[src/sv/assert_macros.svh]
// ----------------------------------------------------------------------------
// Assertion macros
// Shared concurrent assertion wrappers for the sine/cosine pipeline.
// ----------------------------------------------------------------------------
`ifndef ASSERT_MACROS_SVH
`define ASSERT_MACROS_SVH

// Check prop on every rising edge of clk while rst_n is high.
`define ASSERT_RST(lbl, clk, rst_n, prop, msg) \
  lbl: assert property (@(posedge clk) disable iff (!rst_n) (prop)) else $error(msg);

// Same check on the block's own clock and reset.
`define ASSERT_CLK(lbl, prop, msg) `ASSERT_RST(lbl, clk_i, rst_ni, prop, msg)

`endif

[src/sv/tsc_pkg.sv]
// ----------------------------------------------------------------------------
// tsc_pkg
// Formats, constants and inter-stage types of the Taylor sine/cosine core.
// ----------------------------------------------------------------------------
package tsc_pkg;

  localparam int ANGLE_FRAC_BITS = 12;
  localparam int OUT_FRAC_BITS   = 14;

  localparam int ANGLE_W = 16;
  localparam int VALUE_W = 16;
  // reduced angle before folding, holds up to 2pi + pi/2
  localparam int X_W     = 18;
  // expansion argument, magnitude stays below pi/4 + 3pi/4 - pi/2 region bounds
  localparam int A_W     = 14;
  localparam int SQ_W    = 2 * A_W;
  localparam int N_W     = 3 * A_W;

  localparam int SCALE_SH = 2 * ANGLE_FRAC_BITS;
  localparam int CUBIC_SH = 3 * ANGLE_FRAC_BITS - OUT_FRAC_BITS;
  localparam int MID_SH   = 2 * ANGLE_FRAC_BITS + 1 - OUT_FRAC_BITS;

  // floor divide by 6 through a reciprocal multiply
  localparam int U_W         = 18;
  localparam int RECIP_W     = 19;
  localparam int RECIP_SHIFT = 21;
  localparam int PROD_W      = U_W + RECIP_W;

  typedef logic signed [X_W-1:0] xval_t;

  // pi multiples rounded to nearest at ANGLE_FRAC_BITS fraction bits
  localparam xval_t TWO_PI     = 18'sd25736;
  localparam xval_t PI         = 18'sd12868;
  localparam xval_t HALF_PI    = 18'sd6434;
  localparam xval_t QUARTER_PI = 18'sd3217;
  localparam xval_t THREE_Q_PI = 18'sd9651;

  localparam logic signed [N_W-1:0] TWO_S         = N_W'(1) << (SCALE_SH + 1);
  localparam logic signed [N_W-1:0] CUBIC_LIM     = N_W'(6) << (3 * ANGLE_FRAC_BITS);
  localparam logic signed [N_W-1:0] NEG_CUBIC_LIM = -CUBIC_LIM;
  localparam logic signed [N_W-1:0] MID_LIM       = TWO_S;
  localparam logic signed [N_W-1:0] NEG_MID_LIM   = -TWO_S;

  localparam logic [U_W-1:0]     DIV6_BIAS = U_W'(6) << OUT_FRAC_BITS;
  localparam logic [RECIP_W-1:0] RECIP6    = 19'd349526;

  localparam logic signed [VALUE_W-1:0] ONE     = VALUE_W'(1) << OUT_FRAC_BITS;
  localparam logic signed [VALUE_W-1:0] NEG_ONE = -ONE;

  typedef enum logic {
    CMD_SINE   = 1'b0,
    CMD_COSINE = 1'b1
  } cmd_e;

  typedef enum logic [1:0] {
    REG_ORIGIN  = 2'd0,
    REG_HALF_PI = 2'd1,
    REG_PI      = 2'd2
  } region_e;

  typedef struct packed {
    logic signed [A_W-1:0] a;
    region_e               region;
    logic                  neg;
  } red_t;

  typedef struct packed {
    logic signed [N_W-1:0] n;
    logic                  mid;
  } poly_t;

endpackage

[src/sv/tsc_in_if.sv]
// ----------------------------------------------------------------------------
// tsc_in_if
// Angle channel: valid/ready handshake with angle and function select.
// ----------------------------------------------------------------------------
interface tsc_in_if import tsc_pkg::*; ();
  logic                      valid;
  logic                      ready;
  logic signed [ANGLE_W-1:0] angle;
  cmd_e                      command;

  modport source (output valid, output angle, output command, input ready);
  modport sink (input valid, input angle, input command, output ready);
endinterface

[src/sv/tsc_out_if.sv]
// ----------------------------------------------------------------------------
// tsc_out_if
// Result channel: valid/ready handshake with the Q1.14 value.
// ----------------------------------------------------------------------------
interface tsc_out_if import tsc_pkg::*; ();
  logic                      valid;
  logic                      ready;
  logic signed [VALUE_W-1:0] value;

  modport source (output valid, output value, input ready);
  modport sink (input valid, input value, output ready);
endinterface

[src/sv/tsc_reduce.sv]
// ----------------------------------------------------------------------------
// tsc_reduce
// Two pipeline stages of range reduction: wrap and phase shift, then fold
// at pi and pick the expansion point.
// ----------------------------------------------------------------------------
`include "assert_macros.svh"

module tsc_reduce import tsc_pkg::*; (
  input  logic clk_i,
  input  logic rst_ni,
  tsc_in_if.sink in_i,
  output logic vld_o,
  input  logic rdy_i,
  output red_t red_o
);

  logic    v1_q, v2_q;
  logic    en1, en2;
  logic    is_cos;
  xval_t   x0, xa, xb, xc, x1_q;
  xval_t   xf, a_full;
  logic    flip;
  region_e region;
  red_t    red_d, red_q;

  assign en2        = !v2_q || rdy_i;
  assign en1        = !v1_q || en2;
  assign in_i.ready = en1;
  assign vld_o      = v2_q;
  assign red_o      = red_q;

  // stage 1: bring negative angles up, shift cosine by pi/2
  assign is_cos = (in_i.command == CMD_COSINE);
  assign x0     = xval_t'(in_i.angle);
  assign xa     = x0[X_W-1] ? x0 + TWO_PI : x0;
  assign xb     = is_cos ? xa + HALF_PI : xa;
  assign xc     = (is_cos && (xb >= TWO_PI)) ? xb - TWO_PI : xb;

  // stage 2: fold the upper half turn, choose the expansion point
  always_comb begin
    flip = (x1_q > PI);
    xf   = flip ? x1_q - PI : x1_q;
    priority if (xf <= QUARTER_PI) begin
      region = REG_ORIGIN;
      a_full = xf;
    end else if (xf <= THREE_Q_PI) begin
      region = REG_HALF_PI;
      a_full = xf - HALF_PI;
    end else begin
      region = REG_PI;
      a_full = xf - PI;
    end
    red_d.a      = a_full[A_W-1:0];
    red_d.region = region;
    red_d.neg    = flip ^ (region == REG_PI);
  end

  always_ff @(posedge clk_i or negedge rst_ni) begin
    if (!rst_ni) begin
      v1_q <= 1'b0;
      v2_q <= 1'b0;
    end else begin
      if (en1) begin
        v1_q <= in_i.valid;
      end
      if (en2) begin
        v2_q <= v1_q;
      end
    end
  end

  always_ff @(posedge clk_i) begin
    if (en1) begin
      x1_q <= xc;
    end
    if (en2) begin
      red_q <= red_d;
    end
  end

  `ASSERT_CLK(red_mid_range, v2_q && (red_q.region == REG_HALF_PI) |-> (red_q.a > QUARTER_PI - HALF_PI) && (red_q.a <= THREE_Q_PI - HALF_PI), "reduced argument outside the pi/2 window")
  `ASSERT_CLK(red_hold, v2_q && !rdy_i |=> v2_q && $stable(red_q), "stalled reduction stage changed")

endmodule

[src/sv/tsc_poly.sv]
// ----------------------------------------------------------------------------
// tsc_poly
// Three pipeline stages of polynomial work: square, cube, then combine
// with the linear or constant term and apply the sign.
// ----------------------------------------------------------------------------
`include "assert_macros.svh"

module tsc_poly import tsc_pkg::*; (
  input  logic  clk_i,
  input  logic  rst_ni,
  input  logic  vld_i,
  output logic  rdy_o,
  input  red_t  red_i,
  output logic  vld_o,
  input  logic  rdy_i,
  output poly_t poly_o
);

  logic                   v3_q, v4_q, v5_q;
  logic                   en3, en4, en5;
  logic signed [SQ_W-1:0] sq_d, sq3_q, sq4_q;
  logic signed [A_W-1:0]  a3_q, a4_q;
  region_e                region3_q, region4_q;
  logic                   neg3_q, neg4_q;
  logic signed [N_W-1:0]  cube_d, cube4_q;
  logic signed [N_W-1:0]  a_ext, six_as, lhs, rhs;
  logic                   mid;
  poly_t                  poly_d, poly_q;

  assign en5    = !v5_q || rdy_i;
  assign en4    = !v4_q || en5;
  assign en3    = !v3_q || en4;
  assign rdy_o  = en3;
  assign vld_o  = v5_q;
  assign poly_o = poly_q;

  // stage 3: square
  assign sq_d = SQ_W'(red_i.a) * SQ_W'(red_i.a);

  // stage 4: cube
  assign cube_d = N_W'(sq3_q) * N_W'(a3_q);

  // stage 5: 6*a*2^(2F) by shift and add, then one subtract picks the sign
  always_comb begin
    a_ext  = N_W'(a4_q);
    six_as = (a_ext <<< (SCALE_SH + 2)) + (a_ext <<< (SCALE_SH + 1));
    mid    = (region4_q == REG_HALF_PI);
    lhs    = mid ? TWO_S : six_as;
    rhs    = mid ? N_W'(sq4_q) : cube4_q;
    poly_d.n   = neg4_q ? rhs - lhs : lhs - rhs;
    poly_d.mid = mid;
  end

  always_ff @(posedge clk_i or negedge rst_ni) begin
    if (!rst_ni) begin
      v3_q <= 1'b0;
      v4_q <= 1'b0;
      v5_q <= 1'b0;
    end else begin
      if (en3) begin
        v3_q <= vld_i;
      end
      if (en4) begin
        v4_q <= v3_q;
      end
      if (en5) begin
        v5_q <= v4_q;
      end
    end
  end

  always_ff @(posedge clk_i) begin
    if (en3) begin
      sq3_q     <= sq_d;
      a3_q      <= red_i.a;
      region3_q <= red_i.region;
      neg3_q    <= red_i.neg;
    end
    if (en4) begin
      sq4_q     <= sq3_q;
      cube4_q   <= cube_d;
      a4_q      <= a3_q;
      region4_q <= region3_q;
      neg4_q    <= neg3_q;
    end
    if (en5) begin
      poly_q <= poly_d;
    end
  end

  `ASSERT_CLK(poly_sq_pos, v4_q |-> !sq4_q[SQ_W-1], "square went negative")

endmodule

[src/sv/tsc_finish.sv]
// ----------------------------------------------------------------------------
// tsc_finish
// Two pipeline stages: saturation test and scaling, then the floor divide
// by six and the output register.
// ----------------------------------------------------------------------------
`include "assert_macros.svh"

module tsc_finish import tsc_pkg::*; (
  input  logic  clk_i,
  input  logic  rst_ni,
  input  logic  vld_i,
  output logic  rdy_o,
  input  poly_t poly_i,
  tsc_out_if.source out_o
);

  logic                      v6_q, v7_q;
  logic                      en6, en7;
  logic signed [N_W-1:0]     n, sh_c, sh_m;
  logic                      sat_hi_d, sat_lo_d;
  logic                      sat_hi_q, sat_lo_q, mid6_q;
  logic [U_W-1:0]            u_d, u6_q;
  logic signed [VALUE_W-1:0] qm_d, qm6_q;
  logic [PROD_W-1:0]         prod;
  logic signed [VALUE_W-1:0] qc, value_d, value_q;

  assign en7         = !v7_q || out_o.ready;
  assign en6         = !v6_q || en7;
  assign rdy_o       = en6;
  assign out_o.valid = v7_q;
  assign out_o.value = value_q;

  // stage 6: clamp test against +-1.0 and floor the power-of-two part
  always_comb begin
    n    = poly_i.n;
    sh_c = n >>> CUBIC_SH;
    sh_m = n >>> MID_SH;
    if (poly_i.mid) begin
      sat_hi_d = (n >= MID_LIM);
      sat_lo_d = (n < NEG_MID_LIM);
    end else begin
      sat_hi_d = (n >= CUBIC_LIM);
      sat_lo_d = (n < NEG_CUBIC_LIM);
    end
    // bias makes the dividend non-negative and a whole multiple of six apart
    u_d  = sh_c[U_W-1:0] + DIV6_BIAS;
    qm_d = sh_m[VALUE_W-1:0];
  end

  // stage 7: floor(u / 6) by reciprocal, remove the bias
  assign prod = PROD_W'(u6_q) * PROD_W'(RECIP6);
  assign qc   = $signed(prod[RECIP_SHIFT +: VALUE_W]) - ONE;

  always_comb begin
    priority if (sat_hi_q) begin
      value_d = ONE;
    end else if (sat_lo_q) begin
      value_d = NEG_ONE;
    end else if (mid6_q) begin
      value_d = qm6_q;
    end else begin
      value_d = qc;
    end
  end

  always_ff @(posedge clk_i or negedge rst_ni) begin
    if (!rst_ni) begin
      v6_q <= 1'b0;
      v7_q <= 1'b0;
    end else begin
      if (en6) begin
        v6_q <= vld_i;
      end
      if (en7) begin
        v7_q <= v6_q;
      end
    end
  end

  always_ff @(posedge clk_i) begin
    if (en6) begin
      sat_hi_q <= sat_hi_d;
      sat_lo_q <= sat_lo_d;
      mid6_q   <= poly_i.mid;
      u6_q     <= u_d;
      qm6_q    <= qm_d;
    end
    if (en7) begin
      value_q <= value_d;
    end
  end

  `ASSERT_CLK(fin_sat_excl, v6_q |-> !(sat_hi_q && sat_lo_q), "both clamp flags set")
  `ASSERT_CLK(fin_out_range, v7_q |-> (value_q <= ONE) && (value_q >= NEG_ONE), "result beyond plus or minus one")

endmodule

[src/sv/taylor_sine_cosine_core.sv]
// ----------------------------------------------------------------------------
// taylor_sine_cosine_core
// Fixed-point sine/cosine by short Taylor expansions around 0, pi/2, pi.
// ----------------------------------------------------------------------------
// Usage:
//   in_i  : one transaction carries a signed Q3.12 angle in radians and a
//           command (CMD_SINE or CMD_COSINE).
//   out_o : one transaction per input, in order, carrying the Q1.14 result
//           clamped to +-1.0.
//   Seven register stages: reduce (2), square / cube / combine (3),
//   clamp-and-scale (1), divide-by-six and output register (1).
//   Throughput is one transaction per cycle while out_o is not stalled; the
//   two multiplies and the reciprocal divide each sit in a stage of their own.
//   Every stage has its own valid bit and loads when it is empty or when the
//   stage after it loads, so a receiver stall holds the result on out_o,
//   bubbles are squeezed out and in_i keeps accepting until the pipe is full.
//   Reset clears all valid bits; the pipe is empty and ready right after.
// ----------------------------------------------------------------------------
module taylor_sine_cosine_core import tsc_pkg::*; (
  input  logic clk_i,
  input  logic rst_ni,
  tsc_in_if.sink    in_i,
  tsc_out_if.source out_o
);

  // reduction -> polynomial
  logic  red_vld, red_rdy;
  red_t  red;

  // polynomial -> finish
  logic  poly_vld, poly_rdy;
  poly_t poly;

  // Fold the angle into [0, pi] and reduce it around one of three points.
  tsc_reduce u_reduce (
    .clk_i  (clk_i),
    .rst_ni (rst_ni),
    .in_i   (in_i),
    .vld_o  (red_vld),
    .rdy_i  (red_rdy),
    .red_o  (red)
  );

  // Evaluate the chosen expansion exactly, sign included.
  tsc_poly u_poly (
    .clk_i  (clk_i),
    .rst_ni (rst_ni),
    .vld_i  (red_vld),
    .rdy_o  (red_rdy),
    .red_i  (red),
    .vld_o  (poly_vld),
    .rdy_i  (poly_rdy),
    .poly_o (poly)
  );

  // Floor to Q1.14, clamp, and drive the output register.
  tsc_finish u_finish (
    .clk_i  (clk_i),
    .rst_ni (rst_ni),
    .vld_i  (poly_vld),
    .rdy_o  (poly_rdy),
    .poly_i (poly),
    .out_o  (out_o)
  );

endmodule

[src/flat_wrapper.sv]
// flat-port wrapper written by rule: the top's interface ports become plain ports
module taylor_sine_cosine_core_flat import tsc_pkg::*;
  (clk_i, rst_ni, in_i_valid, in_i_angle, in_i_command, in_i_ready, out_o_valid, out_o_value, out_o_ready);
  tsc_in_if in_i_i ();
  tsc_out_if out_o_i ();
  input  logic clk_i;
  input  logic rst_ni;
  input wire logic [$bits(in_i_i.valid)-1:0] in_i_valid;
  input wire logic [$bits(in_i_i.angle)-1:0] in_i_angle;
  input wire logic [$bits(in_i_i.command)-1:0] in_i_command;
  output wire logic [$bits(in_i_i.ready)-1:0] in_i_ready;
  output wire logic [$bits(out_o_i.valid)-1:0] out_o_valid;
  output wire logic [$bits(out_o_i.value)-1:0] out_o_value;
  input wire logic [$bits(out_o_i.ready)-1:0] out_o_ready;
  assign in_i_i.valid = in_i_valid;
  assign in_i_i.angle = in_i_angle;
  assign in_i_i.command = in_i_command;
  assign in_i_ready = in_i_i.ready;
  assign out_o_valid = out_o_i.valid;
  assign out_o_value = out_o_i.value;
  assign out_o_i.ready = out_o_ready;
  taylor_sine_cosine_core u_core (.clk_i(clk_i), .rst_ni(rst_ni), .in_i(in_i_i), .out_o(out_o_i));
endmodule
[config.mk]
export PLATFORM = sky130hd
export DESIGN_NAME = taylor_sine_cosine_core_flat
export DESIGN_NICKNAME = d
export VERILOG_FILES = /design/src/sv/tsc_pkg.sv /design/src/sv/tsc_in_if.sv /design/src/sv/tsc_out_if.sv /design/src/sv/tsc_reduce.sv /design/src/sv/tsc_poly.sv /design/src/sv/tsc_finish.sv /design/src/sv/taylor_sine_cosine_core.sv /design/src/flat_wrapper.sv
export VERILOG_INCLUDE_DIRS = /design/src /design/src/sv
export SDC_FILE = /design/constraint.sdc
export NUM_CORES = 2
export LEC_CHECK = 0
export ABC_AREA = 1
export ABC_CLOCK_PERIOD_IN_PS = 9900
export BUFFER_PORTS_ARGS = -buffer_cell sky130_fd_sc_hd__buf_2
export CORE_MARGIN = 2
export CORE_UTILIZATION = 58
export CTS_CLUSTER_DIAMETER = 120
export DETAILED_ROUTE_END_ITERATION = 12
export PLACE_DENSITY = 0.84
export SLEW_MARGIN = 20
export SYNTH_ARGS = -nofsm -noshare
export SYNTH_HDL_FRONTEND = slang
export SYNTH_SLANG_ARGS = --single-unit
[constraint.sdc]
create_clock -name clk_i -period 9.9 [get_ports clk_i]
set_input_delay 0 -clock clk_i [delete_from_list [all_inputs] [get_ports clk_i]]
set_output_delay 0 -clock clk_i [all_outputs]
set_load 0.005 [all_outputs]
==> metrics.cfg <==
[logic_synthesis]
yosysWarningCount=0
synthTopCellsByArea=fa_1 (31%), edfxtp_1 (18%), inv_1 (12%), ha_1 (11%), nand2_1 (9.4%)
synth_seq_cells=260
synth_flop_cell=edfxtp_1
synth.top_cell.area_share=0.315
avgSynthCellArea_um2=8.49
yosysSeqAreaShare=0.189
syn-cell-area_um2=41200
yosysTopAreaCell=fa_1
synth_cell_types=60
netlist_instances=4853
synth_edf_count=253
synthArstFlopShare=0.0269

[worst_hold_path]
hp-start=in_i_angle[13]
hp-class=input pin to register

[timing]
finalSetupViolCount=0
worstMarginPinSlew_ns=1.02
finalHoldViolations=0
finalClockSkew_ns=0.0334
max_freq_mhz=145
setup_tns_ns=0
rsz0062_at_grt=no
drv_slew=0
final.period_utilization=0.697
relSlewSlack=0.318
timing.final.crit_period_ns=6.90

[cts]
cts-root-buf=clkbuf_16
cts_tree=yes
clkSlewWorstSetupHoldPaths_ns=0.07
clockBufferDepth=3
worstSkewPairLatency_ns=0.58
clock-sinks=260
cts_setup_buffers=0
h-tree-depth=1
cts_buffers=28

[placed_design]
dpl.hpwl_um=79500
numPortBuffers=38
routabilityCongestion=0.982

[floorplanning]
die_area_um2=73100
num_rows=97
fp.dieH_um=270
io_pins=39
initial_core_util=0.587
die_w_um=270
core_um2=70100

[critical_path]
worst-path-max-fanout=21
r2r_start=u_core.u_reduce.red_o[16]$_DFFE_PP_
cp_data_arrival_time_ns=7.23
start_kind=register
end_kind=register
startpoint=u_core.u_reduce.red_o[16]$_DFFE_PP_
cp.required_ns=10.23
setup.worst_path.class=register to register

[routing]
vias=31100
routed_wl_um=96900
drt-vias-per-instance=5.36
drc=0
wl_per_cell_um=16.7
first_pass_iters=7
ant_nets=0
initialDrtViolationCount=2409

[final_layout]
layout.nets=5876
synthToLayoutAreaGrowth_pct=4.96
num_antenna_cells=0
drive_above_1_share=0.0415

[status]
outcome=complete, no violations

[global_route]
grt_antenna_before_repair=0
grt_pass1_wl_um=162000
grt_max_degree=60
grt_pass1_vias=32600
overflow=0
track_usage=0.275

[flow_run]
max_cap_violations=0

final cells by class:
| cell class | instances | area, µm² |
|---|---|---|
| clock buffer | 34 | 723 |
| sequential | 260 | 7770 |
| timing repair buffer | 70 | 470 |
| multi-input combinational | 3155 | 27900 |
| inverter | 1331 | 5000 |
| fill | 5850 | 26900 |
| tap | 940 | 1180 |
| clock inverter | 18 | 144 |
kinds of logic after synthesis:
| logic type | after synthesis | synth area share |
|---|---|---|
| simple gates | 1541 | 0.155 |
| buf+inv | 1446 | 0.134 |
| fa+ha+maj | 1009 | 0.425 |
| compound gates | 412 | 0.0577 |
| flops | 260 | 0.189 |
| xor+xnor | 177 | 0.0386 |
| mux | 6 | 0.00146 |
| other cells | 2 | 0.000182 |
sequential cells by signal (all words and copies together), names as in the netlist, 16 cells and up:
register	flops
u_core.u_finish.u6_q	18
u_core.u_reduce.red_o	17
u_core.u_poly.poly_o	43
u_core.u_poly.sq4_q	27
u_core.u_reduce.x1_q	18
u_core.u_finish.out_o.value	16
u_core.u_poly.sq3_q	27
u_core.u_poly.cube4_q	41
synth_stat cells, types with 9 or more instances:
cell and count:
a31oi_1 16, nand4_1 40, nand2_2 18, o21ai_0 132, nand2_1 1030, o21bai_1 11
o21ai_1 12, nor4_1 12, or2_2 24, nand3_1 107, o21a_1 15, a21o_1 14
clkbuf_1 98, nor2_1 241, xor2_1 119, fa_1 647, edfxtp_1 253, a21oi_1 154
xnor2_1 53, inv_1 1314, nor3_1 29, nor2_2 12, ha_1 362, inv_2 9
per-layer routing:
metal | vias to the layer above | wire length (µm) | global-route usage
li1 | 14600 | - | -
met1 | 15100 | 38700 | 0.363
met2 | 1226 | 47300 | 0.470
met3 | 226 | 7370 | 0.0353
met4 | 0 | 3640 | 0.0932
met5 | - | 0 | 0
metrics by stage:
| step | instance area [µm²] | worst slack (ns) | hold WS (ns) | std cells | util |
|---|---|---|---|---|---|
| final | 43200 | 3.00 | 0.0223 | 5808 | 0.616 |
| after CTS | 43200 | 3.03 | 0.00471 | 5807 | 0.616 |
| after global placement | 42200 | 3.13 | -0.153 | 5747 | 0.602 |
| after floorplan | 41200 | 3.50 | -0.296 | 4861 | - |
| after global routing | 43200 | 2.56 | 0.0622 | 5808 | 0.616 |
| after detailed placement | 42200 | 3.05 | -0.145 | 5747 | 0.602 |
path summary, 6_finish.rpt:
check                                                     endpoint  slack, ns  cells after the start
setup / recovery                 u_core.u_poly.sq3_q[26]$_DFFE_PP_       3.00                     20
hold / removal                  u_core.u_reduce.x1_q[13]$_DFFE_PP_       0.02                      7
setup reg to reg                 u_core.u_poly.sq3_q[26]$_DFFE_PP_       3.00                     20
hold reg to reg               u_core.u_poly.region4_q[0]$_DFFE_PP_       0.42                      0
max in group asynchronous  u_core.u_finish.out_o.valid$_DFFE_PN0P_       9.21                      3
min in group asynchronous         u_core.u_reduce.v1_q$_DFFE_PN0P_       0.39                      3
cells in the final DEF (no fill, tap or decap), types with 7 or more instances in the layout:
cell,netlist,final
clkinv_2,2,8
xor2_1,119,119
clkbuf_16,0,28
nand2_1,1030,1030
nor3_1,29,29
xnor2_1,53,53
ha_1,362,362
o31ai_1,7,7
conb_1,2,10
inv_2,9,9
o2111ai_1,8,8
dlygate4sd3_1,0,8
a21o_1,14,14
nor4_1,12,12
a221oi_1,7,7
buf_4,1,23
o21a_1,15,15
o211ai_1,7,7
inv_1,1314,1312
a21oi_1,154,154
nand2_2,18,18
or2_2,24,24
a31oi_1,16,16
nor2_1,241,241
o21ai_1,12,12
dfrtp_1,7,7
nand4_1,40,40
nor2_2,12,12
fa_1,647,647
o21ai_0,132,132
buf_2,5,38
o21bai_1,11,11
clkinv_1,6,11
nand3_1,107,107
o21ai_2,8,8
edfxtp_1,253,253
worst max-delay path, cell delays in order (launching register included):
cell	delay, ns
edfxtp_1	0.77
clkinv_1	0.44
or2_2	0.40
fa_1	0.51
fa_1	0.52
fa_1	0.55
inv_1	0.05
fa_1	0.50
fa_1	0.58
fa_1	0.44
ha_1	0.37
a21oi_1	0.24
o21a_1	0.16
o221ai_1	0.09
a21oi_1	0.20
o21ai_0	0.19
a21oi_1	0.30
inv_1	0.08
nand2_1	0.06
nand3_1	0.07
xor2_1	0.15
repair_timing:
action	CTS	global route
hold buffers	8	0
gates resized for setup	0	0
setup endpoints to repair	0	0
endpoints found under the hold margin	13	0
Power is left out: the tool's default activity adds up to more than one toggle a clock period on the data nets, which glitch-free logic cannot reach.
